--- config.mk ---
export PLATFORM = sky130hd
export DESIGN_NAME = modbus_rtu_request_framer_top
export DESIGN_NICKNAME = d
export VERILOG_FILES = /design/src/rtl/mrrf_pkg.sv /design/src/rtl/mrrf_front.sv /design/src/rtl/mrrf_queue.sv /design/src/rtl/mrrf_back.sv /design/src/rtl/modbus_rtu_request_framer_top.sv
export SDC_FILE = /design/constraint.sdc
export NUM_CORES = 1
export LEC_CHECK = 0
export BUFFER_PORTS_ARGS = -buffer_cell sky130_fd_sc_hd__buf_2
export CORE_MARGIN = 2
export CORE_UTILIZATION = 30
export DETAILED_ROUTE_END_ITERATION = 8
export PLACE_DENSITY = 0.55
export SLEW_MARGIN = 20
export SYNTH_ARGS = -nofsm -noshare
export SYNTH_HDL_FRONTEND = slang
export SYNTH_HIERARCHICAL = 1
export SYNTH_SLANG_ARGS = --single-unit
--- constraint.sdc ---
create_clock -name i_clk -period 6.85 [get_ports i_clk]
set_clock_uncertainty 0.1 [all_clocks]
set_input_delay 1.0275 -clock i_clk [delete_from_list [all_inputs] [get_ports i_clk]]
set_output_delay 1.0275 -clock i_clk [all_outputs]
set_load 0.005 [all_outputs]
--- src/rtl/mrrf_pkg.sv ---
`timescale 1ns / 1ps
`default_nettype none

package mrrf_pkg;

    localparam int QDEPTH = 4;
    localparam int QAW    = $clog2(QDEPTH);

    // one classified request item, front to back
    typedef struct packed {
        logic        is_write;
        logic        first;
        logic        last;
        logic [15:0] start_address;
        logic [6:0]  word_count;
        logic [15:0] word_value;
    } t_desc;

    typedef struct packed {
        logic  push;
        t_desc desc;
    } t_qwr;

endpackage

`default_nettype wire

--- src/rtl/mrrf_front.sv ---
`timescale 1ns / 1ps
`default_nettype none

module mrrf_front
    import mrrf_pkg::*;
(
    input  wire logic        i_clk,
    input  wire logic        i_rst_n,
    input  wire logic        push,
    output logic             full,
    input  wire logic        i_cmd,
    input  wire logic [15:0] i_start_address,
    input  wire logic [6:0]  i_word_count,
    input  wire logic [15:0] i_word_value,
    input  wire logic        i_first_word,
    input  wire logic        i_last_word,
    input  wire logic        i_q_full,
    output t_qwr             o_qwr
);

    localparam logic CMD_READ = 1'b0;

    logic r_open;
    logic n_open;
    logic accept;
    logic keep;

    assign full   = i_q_full;
    assign accept = push && !i_q_full;
    // a word with no open frame and no header is dropped
    assign keep   = (i_cmd == CMD_READ) || i_first_word || r_open;

    always_comb begin
        o_qwr.push               = accept && keep;
        o_qwr.desc.is_write      = (i_cmd != CMD_READ);
        o_qwr.desc.first         = i_first_word;
        o_qwr.desc.last          = i_last_word;
        o_qwr.desc.start_address = i_start_address;
        o_qwr.desc.word_count    = i_word_count;
        o_qwr.desc.word_value    = i_word_value;
    end

    always_comb begin
        n_open = r_open;
        if (accept) begin
            if (i_cmd == CMD_READ) begin
                n_open = 1'b0;
            end else if (keep) begin
                n_open = !i_last_word;
            end
        end
    end

    always_ff @(posedge i_clk) begin
        if (!i_rst_n) begin
            r_open <= 1'b0;
        end else begin
            r_open <= n_open;
        end
    end

endmodule

`default_nettype wire

--- src/rtl/mrrf_queue.sv ---
`timescale 1ns / 1ps
`default_nettype none

module mrrf_queue
    import mrrf_pkg::*;
(
    input  wire logic  i_clk,
    input  wire logic  i_rst_n,
    input  wire t_qwr  i_qwr,
    output logic       o_full,
    output logic       o_empty,
    output t_desc      o_head,
    input  wire logic  i_pop
);

    t_desc          r_mem [QDEPTH];
    logic [QAW-1:0] r_wr;
    logic [QAW-1:0] r_rd;
    logic [QAW:0]   r_count;
    logic           wr_en;
    logic           rd_en;

    assign o_full  = (r_count == (QAW+1)'(QDEPTH));
    assign o_empty = (r_count == '0);
    assign o_head  = r_mem[r_rd];
    assign wr_en   = i_qwr.push && !o_full;
    assign rd_en   = i_pop && !o_empty;

    always_ff @(posedge i_clk) begin
        if (wr_en) begin
            r_mem[r_wr] <= i_qwr.desc;
        end
    end

    always_ff @(posedge i_clk) begin
        if (!i_rst_n) begin
            r_wr    <= '0;
            r_rd    <= '0;
            r_count <= '0;
        end else begin
            if (wr_en) begin
                r_wr <= QAW'(r_wr + 1'b1);
            end
            if (rd_en) begin
                r_rd <= QAW'(r_rd + 1'b1);
            end
            r_count <= (QAW+1)'(r_count + {{QAW{1'b0}}, wr_en} - {{QAW{1'b0}}, rd_en});
        end
    end

`ifndef SYNTH
    a_no_pop_empty: assert property (@(posedge i_clk) disable iff (!i_rst_n)
        i_pop |-> !o_empty)
        else $error("descriptor queue popped while empty");

    a_count_track: assert property (@(posedge i_clk) disable iff (!i_rst_n)
        1'b1 |=> r_count == (QAW+1)'($past(r_count) + {{QAW{1'b0}}, $past(wr_en)}
                                      - {{QAW{1'b0}}, $past(rd_en)}))
        else $error("descriptor queue count out of step");
`endif

endmodule

`default_nettype wire

--- src/rtl/mrrf_back.sv ---
`timescale 1ns / 1ps
`default_nettype none

module mrrf_back
    import mrrf_pkg::*;
(
    input  wire logic        i_clk,
    input  wire logic        i_rst_n,
    input  wire logic        i_cfg_we,
    input  wire logic        i_cfg_index,
    input  wire logic [7:0]  i_cfg_data,
    input  wire t_desc       i_head,
    input  wire logic        i_q_empty,
    output logic             o_q_pop,
    output logic             empty,
    input  wire logic        pop,
    output logic [7:0]       o_frame_byte,
    output logic             o_last_byte
);

    localparam logic       REG_SERVER_ADDRESS = 1'b0;
    localparam logic       REG_CRC_LOW_FIRST  = 1'b1;
    localparam logic [7:0] FN_READ            = 8'h03;
    localparam logic [7:0] FN_WRITE           = 8'h10;
    localparam logic [15:0] CRC_INIT          = 16'hFFFF;
    localparam logic [15:0] CRC_POLY          = 16'hA001;

    localparam logic [3:0] STEP_ADDR     = 4'd0;
    localparam logic [3:0] STEP_FUNC     = 4'd1;
    localparam logic [3:0] STEP_SA_HI    = 4'd2;
    localparam logic [3:0] STEP_SA_LO    = 4'd3;
    localparam logic [3:0] STEP_CNT_HI   = 4'd4;
    localparam logic [3:0] STEP_CNT_LO   = 4'd5;
    localparam logic [3:0] STEP_BYTE_CNT = 4'd6;
    localparam logic [3:0] STEP_VAL_HI   = 4'd7;
    localparam logic [3:0] STEP_VAL_LO   = 4'd8;
    localparam logic [3:0] STEP_CRC_A    = 4'd9;
    localparam logic [3:0] STEP_CRC_B    = 4'd10;

    function automatic logic [15:0] crc_feed(input logic [15:0] crc_in, input logic [7:0] b);
        logic [15:0] c;
        c = crc_in ^ {8'h00, b};
        for (int k = 0; k < 8; k++) begin
            if (c[0]) begin
                c = (c >> 1) ^ CRC_POLY;
            end else begin
                c = c >> 1;
            end
        end
        return c;
    endfunction

    logic [7:0]  r_server_address;
    logic        r_crc_low_first;
    logic [15:0] r_crc;
    logic        r_busy;
    logic [3:0]  r_step;
    logic        r_out_valid;
    logic [7:0]  r_out_byte;
    logic        r_out_last;

    logic [3:0]  start_step;
    logic [3:0]  cur;
    logic [3:0]  nxt;
    logic        final_step;
    logic [7:0]  cur_byte;
    logic [15:0] crc_base;
    logic        advance;

    assign start_step = (i_head.is_write && !i_head.first) ? STEP_VAL_HI : STEP_ADDR;
    assign cur        = r_busy ? r_step : start_step;
    assign crc_base   = (cur == STEP_ADDR) ? CRC_INIT : r_crc;
    assign advance    = !i_q_empty && (!r_out_valid || pop);
    assign o_q_pop    = advance && final_step;

    always_comb begin
        case (cur)
            STEP_ADDR:     cur_byte = r_server_address;
            STEP_FUNC:     cur_byte = i_head.is_write ? FN_WRITE : FN_READ;
            STEP_SA_HI:    cur_byte = i_head.start_address[15:8];
            STEP_SA_LO:    cur_byte = i_head.start_address[7:0];
            STEP_CNT_HI:   cur_byte = 8'h00;
            STEP_CNT_LO:   cur_byte = {1'b0, i_head.word_count};
            STEP_BYTE_CNT: cur_byte = {i_head.word_count, 1'b0};
            STEP_VAL_HI:   cur_byte = i_head.word_value[15:8];
            STEP_VAL_LO:   cur_byte = i_head.word_value[7:0];
            STEP_CRC_A:    cur_byte = r_crc_low_first ? r_crc[7:0] : r_crc[15:8];
            STEP_CRC_B:    cur_byte = r_crc_low_first ? r_crc[15:8] : r_crc[7:0];
            default:       cur_byte = 8'h00;
        endcase
    end

    always_comb begin
        nxt        = 4'(cur + 4'd1);
        final_step = 1'b0;
        case (cur)
            STEP_CNT_LO: begin
                nxt = i_head.is_write ? STEP_BYTE_CNT : STEP_CRC_A;
            end
            STEP_VAL_LO: begin
                nxt        = STEP_CRC_A;
                final_step = !i_head.last;
            end
            STEP_CRC_B: begin
                nxt        = STEP_ADDR;
                final_step = 1'b1;
            end
            default: begin
                nxt = 4'(cur + 4'd1);
            end
        endcase
    end

    always_ff @(posedge i_clk) begin
        if (!i_rst_n) begin
            r_server_address <= 8'd1;
            r_crc_low_first  <= 1'b0;
        end else if (i_cfg_we) begin
            case (i_cfg_index)
                REG_SERVER_ADDRESS: r_server_address <= i_cfg_data;
                REG_CRC_LOW_FIRST:  r_crc_low_first  <= i_cfg_data[0];
                default:            r_crc_low_first  <= r_crc_low_first;
            endcase
        end
    end

    always_ff @(posedge i_clk) begin
        if (!i_rst_n) begin
            r_crc       <= CRC_INIT;
            r_busy      <= 1'b0;
            r_step      <= STEP_ADDR;
            r_out_valid <= 1'b0;
        end else begin
            if (advance) begin
                r_out_valid <= 1'b1;
                r_busy      <= !final_step;
                r_step      <= nxt;
                if (cur != STEP_CRC_A && cur != STEP_CRC_B) begin
                    r_crc <= crc_feed(crc_base, cur_byte);
                end
            end else if (pop) begin
                r_out_valid <= 1'b0;
            end
        end
    end

    always_ff @(posedge i_clk) begin
        if (advance) begin
            r_out_byte <= cur_byte;
            r_out_last <= (cur == STEP_CRC_B);
        end
    end

    assign empty        = !r_out_valid;
    assign o_frame_byte = r_out_byte;
    assign o_last_byte  = r_out_last;

`ifndef SYNTH
    a_busy_has_head: assert property (@(posedge i_clk) disable iff (!i_rst_n)
        r_busy |-> !i_q_empty)
        else $error("frame sequencer running without a queued request");

    a_last_after_crc: assert property (@(posedge i_clk) disable iff (!i_rst_n)
        advance && (cur == STEP_CRC_B) |=> o_last_byte && !empty)
        else $error("final crc byte not flagged as last");
`endif

endmodule

`default_nettype wire

--- src/rtl/modbus_rtu_request_framer_top.sv ---
`timescale 1ns / 1ps
`default_nettype none

// Modbus RTU request framer: turns request items into a byte stream with CRC-16/Modbus.
// Input channel: push/full. A read item (cmd 0) gives a full eight-byte frame; a write
// frame is a run of word items, the first emitting the seven-byte header, each word two
// bytes, and the last word the two CRC bytes (last_byte set on the final one).
// Words with no open frame and no first_word flag are taken and dropped.
// Output channel: empty/pop; the byte on o_frame_byte is valid while empty is low.
// Config: i_cfg_we/i_cfg_index/i_cfg_data; index 0 server address, index 1 crc order.
// An accepted item is first written into the request queue; its first byte is then registered for output.
// Throughput: one byte per cycle from the frame sequencer while the receiver keeps popping, so a
// read gives 8 bytes, a middle write word 2, a first word 9 and a combined first/last word 11.
// A four-entry request queue sits between the classifier and the sequencer, so the
// input keeps taking items while the output is stalled until that queue fills.
// When pop is held low the current byte holds and the sequencer waits.
// Reset: queue and output cleared, no frame open, server address 1, crc high byte first.

module modbus_rtu_request_framer_top
    import mrrf_pkg::*;
(
    input  wire logic        i_clk,
    input  wire logic        i_rst_n,
    input  wire logic        push,
    output logic             full,
    input  wire logic        i_cmd,
    input  wire logic [15:0] i_start_address,
    input  wire logic [6:0]  i_word_count,
    input  wire logic [15:0] i_word_value,
    input  wire logic        i_first_word,
    input  wire logic        i_last_word,
    output logic             empty,
    input  wire logic        pop,
    output logic [7:0]       o_frame_byte,
    output logic             o_last_byte,
    input  wire logic        i_cfg_we,
    input  wire logic        i_cfg_index,
    input  wire logic [7:0]  i_cfg_data
);

    t_qwr  qwr;
    t_desc head;
    logic  q_full;
    logic  q_empty;
    logic  q_pop;

    mrrf_front u_front (
        .i_clk           (i_clk),
        .i_rst_n         (i_rst_n),
        .push            (push),
        .full            (full),
        .i_cmd           (i_cmd),
        .i_start_address (i_start_address),
        .i_word_count    (i_word_count),
        .i_word_value    (i_word_value),
        .i_first_word    (i_first_word),
        .i_last_word     (i_last_word),
        .i_q_full        (q_full),
        .o_qwr           (qwr)
    );

    mrrf_queue u_queue (
        .i_clk   (i_clk),
        .i_rst_n (i_rst_n),
        .i_qwr   (qwr),
        .o_full  (q_full),
        .o_empty (q_empty),
        .o_head  (head),
        .i_pop   (q_pop)
    );

    mrrf_back u_back (
        .i_clk        (i_clk),
        .i_rst_n      (i_rst_n),
        .i_cfg_we     (i_cfg_we),
        .i_cfg_index  (i_cfg_index),
        .i_cfg_data   (i_cfg_data),
        .i_head       (head),
        .i_q_empty    (q_empty),
        .o_q_pop      (q_pop),
        .empty        (empty),
        .pop          (pop),
        .o_frame_byte (o_frame_byte),
        .o_last_byte  (o_last_byte)
    );

endmodule

`default_nettype wire

-- Yosys cells after proc, flatten, opt, wreduce, memory -nomap -nowiden
Memory sizes are Yosys's and may differ from the RTL's. A register that Yosys moved wholly into a read port is not among the register bits.
Cells that the tools add are included.
- add/subtract/negate cells: 5
- multipliers: 0
- divide/modulo/power cells: 0
- $lt $le $gt $ge: 0
- equality and inequality tests: 13
- shifts and indexed selects: 0
- mux-type cells: 47
- bitwise operators: 11
- reduce and logical (&&, ||, !) cells: 25
- operators by type and width (cell ; number):
    $mux W16 ; 30
    $pmux W8 S10 ; 1
    $not A2 Y3 ; 8
    $mux W8 ; 2
    $xor A16 B8 Y16 ; 1
    $eq A4 B3 Y1 const B ; 3
    $eq A4 B4 Y1 const B ; 3
    $pmux W4 S3 ; 1
    $eq A4 B2 Y1 const B ; 2
    $logic_and A1 B1 Y1 ; 8
    $mux W4 ; 2
    $ne A4 B4 Y1 const B ; 2
    $reduce_and A2 Y1 ; 4
    $logic_not A1 Y1 ; 7
    $mux W1 ; 6
    $mux W5 ; 1
    $add A2 B1 Y2 const B ; 2
    $add A4 B1 Y4 const B ; 1
    $eq A4 B1 Y1 const B ; 1
    $logic_not A4 Y1 ; 1
    $mux W2 ; 2
    $add A3 B1 Y3 ; 1
    $eq A3 B3 Y1 const B ; 1
    $logic_not A3 Y1 ; 1
    other kinds (7) ; 10
- flip-flop bits (word level): 48
- bits in latches: 0
- memory bits (writable): 168
- memory bits (read-only): 0
- bits of input ports: 56
- output and inout port bits: 11
- word-level logic and storage cells: 114
- memories kept: 1
- memories (memory ; words ; bits a word ; read ports ; clocked after Yosys merged registers in ; write ports ; line ; RTL):
    u_queue.r_mem ; 4 ; 42 ; 1 ; 1 ; 1 ; mrrf_queue.sv:16 ; t_desc r_mem [QDEPTH];

-- Depth between registers and ports, before layout
Gate-level depths: netlist of run 1.
- word-level depth: 44
- depth in mapped cells: 20
- gate-level depth less buffers: 16

-- By module
The synthesis of run 1 kept the hierarchy.
- modules (own cells, without submodules) (module ; times used ; cells each ; area each (um2) ; seq. area each (um2)):
    mrrf_queue ; 1 ; 271 ; 6598.8 ; 5225.0
    mrrf_back ; 1 ; 290 ; 2581.2 ; 890.9
    mrrf_front ; 1 ; 50 ; 386.6 ; 20.0

-- Worst setup path after synthesis of run 1
No wires, ideal clock.
- kind: register to register
- from: reg with a tool-made name
- to: reg u_back.r_crc[0]
- arrival: 4344 ps
- setup slack: 2292 ps
- cell stages (with the launch flop): 18
- buffers on the path: 4
- cell sequence: dfxtp_1 > buf_6 > buf_12 > mux4_2 > nor3b_2 > a21oi_1 > inv_1 > ha_1 > clkbuf_1 > buf_2 > a222oi_1 > a21oi_1 > nor4_1 > xor3_1 > xnor2_2 > xor2_2 > xnor3_1 > a21o_1
- RTL lines (item ; line ; RTL):
    end signal, assigned ; mrrf_back.sv:139 ; r_crc <= crc_feed(crc_base, cur_byte);
    end, declared ; mrrf_back.sv:55 ; logic [15:0] r_crc;

==> results of run 1 <==
==> critical path: stages, from the launching register on <==
cell and delay (ns):
dfxtp_2 0.66, mux4_2 0.45, nor3b_2 0.23, a21oi_1 0.32
inv_1 0.12, ha_1 0.43, a222oi_1 0.47, nor3_1 0.08
nor4_1 0.51, xor3_1 0.58, xnor2_2 0.20, xor2_2 0.24
xnor3_1 0.43, a21o_1 0.18
==> routing by layer <==
| layer | share of wire (%) | up-vias | global-route usage (%) |
|---|---|---|---|
| met5 | 0 | - | 0 |
| met4 | 2.5 | 0 | 4.74 |
| met3 | 5.9 | 33 | 2.57 |
| met2 | 46 | 140 | 19.2 |
| met1 | 46 | 2547 | 16.9 |
| li1 | - | 2357 | - |
==> cells by family (layout without fill, tap and decap cells) <==
| kind of cell | Yosys count | after routing | share of synthesized area (%) |
|---|---|---|---|
| DFF | 218 | 218 | 64.1 |
| AOI/OAI and AO/OA | 86 | 86 | 6.66 |
| adders and majority gates | 11 | 11 | 1.52 |
| and+or+nand+nor | 122 | 122 | 6.76 |
| muxes | 50 | 50 | 10.9 |
| xor gates and xnor gates | 31 | 31 | 3.58 |
| other | 0 | 1 | 0 |
| buffers and inverters | 93 | 134 | 6.43 |
==> cell type report <==
cell class | instances | area (um^2) | share of cell area [%]
clock inverter | 4 | 47.5 | 0.444
timing repair buffer | 74 | 390 | 3.64
tap | 402 | 503 | 4.69
sequential | 218 | 6140 | 57.3
multi-input combinational | 300 | 2820 | 26.3
clock buffer | 40 | 752 | 7.02
antenna | 1 | 2.50 | 0.0234
inverter | 16 | 60.1 | 0.561
==> cell usage after synthesis, drive strengths merged (2+ instances only) <==
master,instances,share of area (%)
a211o,2,0.18
a21boi,10,0.78
a21o,3,0.24
a21oi,13,0.68
a221o,2,0.21
a222oi,13,1.4
a22oi,4,0.31
a32oi,2,0.18
and2,12,0.80
and3,4,0.31
and3b,2,0.18
buf,62,5.2
clkbuf,15,0.59
dfxtp,41,8.6
edfxtp,177,56
ha,10,1.3
inv,16,0.63
mux2,2,0.31
mux2i,6,0.63
mux4,42,10
nand2,47,1.8
nand2b,5,0.33
nand3,11,0.58
nand4b,3,0.27
nor2,18,0.71
nor2b,5,0.33
nor3,4,0.26
nor3b,3,0.34
nor4,2,0.29
o211ai,9,0.71
o21ai,14,0.73
o22ai,6,0.39
xnor2,19,1.8
xnor3,3,0.71
xor2,8,0.81
==> power breakdown <==
part	internal [W]	switching, W	total (W)
Clock	0.000782	0.000495	0.00128
Sequential	0.00168	0.0000990	0.00177
Combinational	0.000582	0.000715	0.00130
Total	0.00304	0.00131	0.00435
==> per-stage QoR <==
step / setup WS, ns / utilization, % / instance area [um^2] / std cells / power [W]
after floorplan: 2.29 / - / 9570 / 611 / 0.00279
after global placement: 1.98 / 31.5 / 9910 / 1010 / 0.00311
after detailed placement: 1.86 / 31.5 / 9910 / 1010 / 0.00311
after CTS: 1.82 / 34.0 / 10700 / 1054 / 0.00441
after global routing: 1.51 / 34.0 / 10700 / 1054 / 0.00459
final: 1.76 / 34.0 / 10700 / 1055 / 0.00435
==> worst max-delay path by stage <==
stage	start	end	slack, ns	cells past startpoint
floorplan	flip-flop	u_back/r_crc[0]	2.29	17
global placement	flip-flop	u_back/r_crc[0]	1.98	13
detailed placement	flip-flop	u_back/r_crc[0]	1.86	13
CTS	flip-flop	u_back/r_crc[0]	1.82	13
global route	flip-flop	u_back/r_crc[0]	1.51	13
finish	flip-flop	u_back/r_crc[0]	1.76	13
==> placed cells by master, fill, tap and decap left out, types with 10 or more instances in the layout <==
cell type and n:
edfxtp_1 177, buf_2 66, nand2_1 47, mux4_2 40
dfxtp_1 39, clkbuf_16 25, nor2_1 18, xnor2_1 18
inv_1 16, o21ai_0 14, a21oi_1 13, a222oi_1 13
nand3_1 11, ha_1 10
==> state kept, by name, summed over array words and instances (netlist names), named ones only <==
name,flops
u_back/r_crc,16
u_back/o_frame_byte,8
u_back/r_out_valid,1
u_queue/r_wr,2
u_front/r_open,1
u_back/r_crc_low_first,1
u_back/o_last_byte,1
u_queue/r_mem,168
u_back/r_server_address,8
u_back/r_busy,1
u_queue/r_rd,2
u_queue/r_count,3
u_back/r_step,4
==> run metrics, run 1 <==
Sum Neg Setup Slack 0 ns; min Tclk post-route 5.09 ns; startpoint class of the critical path flip-flop; CTS tree yes; FP Rows 65; Yosys warnings 6; Min-Delay Path Class flip-flop to flip-flop; Setup Fix Bufs, Post-CTS 0; Num CTS Buffers 24; vias in the first global route 5235; clk_lat worst skew 0.51 ns; Buffers on Ports 66; Syn Nets 678; Core Region 31500 um^2; FF-to-FF path depth 13; Slew headroom 49.9%; Reg clk slew, reported paths 0.06 ns; Synth Area per Inst 15.7 um^2; Max Freq 197 MHz; largest net degree at the start of global routing 43; Post-synth EDFFs 177; clock root cell clkbuf_16; Max Fanout on Critical Path 17; Crit path arrival time 5.40 ns; Async S/R FF share, synth 0%; Pre-antenna DRT Iters 6; VDD IR max 0.179 mV; Req. time, crit path 7.16 ns; total grt overflow 0; CTS sink cnt 218; Die Wd 183 um; slew of the pin with the lowest slew margin 0.749 ns; P_leak 3.67 nW; routability congestion estimate 0.881; Endpoint, Worst Hold u_back/r_server_address[1]; Yosys cell types 64; Max clock buf depth 3; RR Endpoint u_back/r_crc[0]; Final Hold Fails 0; post-synthesis sequential area ratio 64.1%; Setup CP Type flip-flop to flip-flop; final setup fails 0; layout net count 701; Area Overhead vs Synth 12.0%; hpwl dp 13300 um; maxcap violations 0; global-route wire length before repair 31400 um; Top Ports 67; die area 33300 um^2; initial antenna violation count 0; Power per Cell Area 406 nW/um^2; # DRC 0; RSZ-0062 raised after global routing no; Starting Density 30.4%; period utilization 74.3%; Avg WL per Cell 19.1 um; R2R Setup Slk 1.76 ns; # fillers 2990; hold_ws 0.370 ns; Mapped Area 9570 um^2; crit end category flip-flop; Post-CTS Resized 0; hold depth 2; Vias 5077; starting DRC count in detailed routing 404; Via density 4.81; status finished clean; hold_buf cts 0; Die Y-Extent 183 um; residual antenna-violating net count after detailed routing 0; layout cell share with drive strength beyond 1 25.8%; register bit total from synthesis 218; WL final 20100 um; GRT Total Usage 12.3%; fin. max-slew vios 0; HP Start u_back/r_server_address[1]; ys flop type edfxtp_1; htree depth 1; Syn Inst Count 611
No activity file was read; power rests on OpenSTA's default activity.
==> run 2: changes to the inputs <==
--- a/config.mk
+++ b/config.mk
@@ -9,7 +9,7 @@
 export CORE_MARGIN = 2
 export CORE_UTILIZATION = 30
 export DETAILED_ROUTE_END_ITERATION = 8
-export PLACE_DENSITY = 0.55
+export PLACE_DENSITY = 0.57
 export SLEW_MARGIN = 20
 export SYNTH_ARGS = -nofsm -noshare
 export SYNTH_HDL_FRONTEND = slang
==> constraint.sdc (replaced) <==
create_clock -name i_clk -period 4.39 [get_ports i_clk]
set_clock_uncertainty 0.1 [all_clocks]
set_input_delay 0.6585 -clock i_clk [delete_from_list [all_inputs] [get_ports i_clk]]
set_output_delay 0.6585 -clock i_clk [all_outputs]
set_load 0.005 [all_outputs]
==> run metrics, run 2 (synthesized netlist as in run 1, its figures left out) <==
Crit path arrival time 4.49 ns (-0.91 ns); Die Wd 183 um (unchanged); residual antenna-violating net count after detailed routing 0 (unchanged); Max Freq 239 MHz (+21%); Power per Cell Area 637 nW/um^2 (+57%); Critical Path Sink u_back/r_crc[0]; Pint 0.00488 W (+60%); Largest register FFs 168 (unchanged); Top Ports 67 (unchanged); Req. time, crit path 4.69 ns (-2.47 ns); layout cell share with drive strength beyond 1 29.4% (+3.6 points); clock root cell clkbuf_16; hold_ws 0.265 ns (-0.105 ns); Core Region 31500 um^2 (unchanged); Via density 4.77 (-0.83%); global-route wire length before repair 31600 um (+0.81%); commonest non-fill, non-tap cells in the layout edfxtp_1, buf_2, nand2_1; crit end category flip-flop; Buffers on Ports 66 (unchanged); Slowest cell on crit path mux4_2; FP Rows 65 (unchanged); maxcap violations 0 (unchanged); Num CTS Buffers 24 (unchanged); Avg WL per Cell 19.0 um (-0.40%); DP Area 10100 um^2 (+2.0%); Clock power frac 27.7% (-1.7 points); htree depth 1 (unchanged); period utilization 95.4% (+21 points); routability congestion estimate 0.830 (-5.8%); VDD IR max 0.343 mV (+91%); min Tclk post-route 4.19 ns (-0.899 ns); GRT Total Usage 12.5% (+0.14 points); final setup fails 0 (unchanged); total grt overflow 0 (unchanged); Gate power share 32.5% (+2.7 points); Max Fanout on Critical Path 11 (-6); Die Y-Extent 183 um (unchanged); switching power 0.00207 W (+58%); Sum Neg Setup Slack 0 ns (unchanged); Max stage delay on crit path 0.54 ns (-0.12 ns); R2R Setup Slk 0.20 ns (-1.56 ns); FF-to-FF path depth 13 (unchanged); vias in the first global route 5249 (+0.27%); Seq. cell area 6140 um^2 (unchanged); starting DRC count in detailed routing 384 (-5.0%); commonest non-fill, non-tap cell in the layout edfxtp_1; worst-path cell chain mux4_2, or3b_1, nand2_2, inv_1, ha_4, a222oi_1, nor3_1, nor4_2, xor3_2, xnor2_2, xor2_2, xnor3_1, a21o_1; Reg clk slew, reported paths 0.06 ns (about the same); CTS sink cnt 218 (unchanged); Min-Delay Path Class input pin to flip-flop; sw frac 29.8% (-0.27 points); final core utilization 34.7% (+0.64 points); Max clock buf depth 3 (unchanged); Starting Density 30.4% (unchanged); RR Endpoint u_back/r_crc[0]; # DRC 0 (unchanged); layout net count 727 (+3.7%); status finished clean; slew of the pin with the lowest slew margin 0.738 ns (-0.0116 ns); WL final 20600 um (+2.1%); Pre-antenna DRT Iters 6 (unchanged); # fillers 2959 (-1.0%); fin. max-slew vios 0 (unchanged); fin area 10900 um^2 (+1.9%); Vias 5159 (+1.6%); largest register by flop count u_queue/r_mem; largest net degree at the start of global routing 43 (unchanged); die area 33300 um^2 (unchanged); Final Hold Fails 0 (unchanged); total power 0.00695 W (+60%); Slew headroom 50.8% (+0.91 points); CTS tree yes; hpwl dp 14200 um (+7.2%); startpoint class of the critical path flip-flop; P_leak 3.77 nW (+2.8%); share of total power in sequential cells 39.8% (-1.0 points); clk_lat worst skew 0.51 ns (about the same); area occupied by multi-input gates 2860 um^2 (+1.6%); Area Overhead vs Synth 14.1%; initial antenna violation count 3 (+3); Largest regs u_queue/r_mem (168), u_back/r_crc (16); Setup CP Type flip-flop to flip-flop
-- run 2: cell types whose count changed in the layout (fill, tap and decap cells not counted), sizes merged --
cell	previous run	this run
buf	74	100
inv	16	17
clkinv	2	3
clkbuf	40	38
-- run 2: how the worst min path moves through the flow --
stage                     cells after the start  slack [ns]                        from                    endpoint
after global placement                        2        0.36  u_back/r_server_address[0]  u_back/r_server_address[0]
after CTS                                     1        0.25            i_word_value[14]        u_queue/r_mem[2][14]
after floorplan                               2        0.34  u_back/r_server_address[0]  u_back/r_server_address[0]
after global routing                          1        0.25             i_word_count[0]        u_queue/r_mem[2][16]
after detailed placement                      2        0.36  u_back/r_server_address[5]  u_back/r_server_address[5]
final                                         1        0.26            i_word_value[14]        u_queue/r_mem[2][14]
-- run 2: critical path: cells and delay by family, from the launching register on --
family / cells / cell delay, ns
AOI/OAI and AO/OA: 2 / 0.56
xor gates and xnor gates: 4 / 1.21
adders and majority gates: 1 / 0.20
buffers and inverters: 1 / 0.09
DFF: 1 / 0.37
muxes: 1 / 0.54
and+or+nand+nor: 4 / 1.01
-- run 2: power groups by stage --
stage                     Clock, W  Sequential [W]  Combinational (W)
final                      0.00193         0.00276            0.00226
after global routing       0.00205         0.00280            0.00248
after CTS                  0.00197         0.00276            0.00224
after detailed placement         0         0.00280            0.00223
after global placement           0         0.00280            0.00222
after floorplan                  0         0.00276            0.00159
-- run 2: metrics by stage --
step,cells,setup slack [ns]
final,1081,0.202
after global routing,1081,-0.00255
after CTS,1078,0.0680
after global placement,1034,0.181
after floorplan,611,0.0236
after detailed placement,1034,0.0883
-- run 2: final cells by class --
type                            count  share of cell area (%)
Tap cell                          402                    4.61
Clock inverter                      6                   0.527
Clock buffer                       38                    6.45
Inverter                           16                   0.550
Multi-Input combinational cell    300                    26.2
Sequential cell                   218                    56.2
Timing Repair Buffer              100                    5.36
Antenna cell                        1                  0.0229
-- run 2: per-layer routing --
metal	global-route usage [%]	wire, um	vias to the layer above
met5	0	7	-
met4	4.35	526	2
met3	2.24	935	30
met2	19.5	9560	143
met1	17.5	9530	2581
li1	-	-	2403
-- run 2: repair_timing --
action	4_1_cts	5_1_grt
hold buffers	0	0
endpoints found under the setup margin	0	3
buffers inserted	0	2
resized for setup	0	9
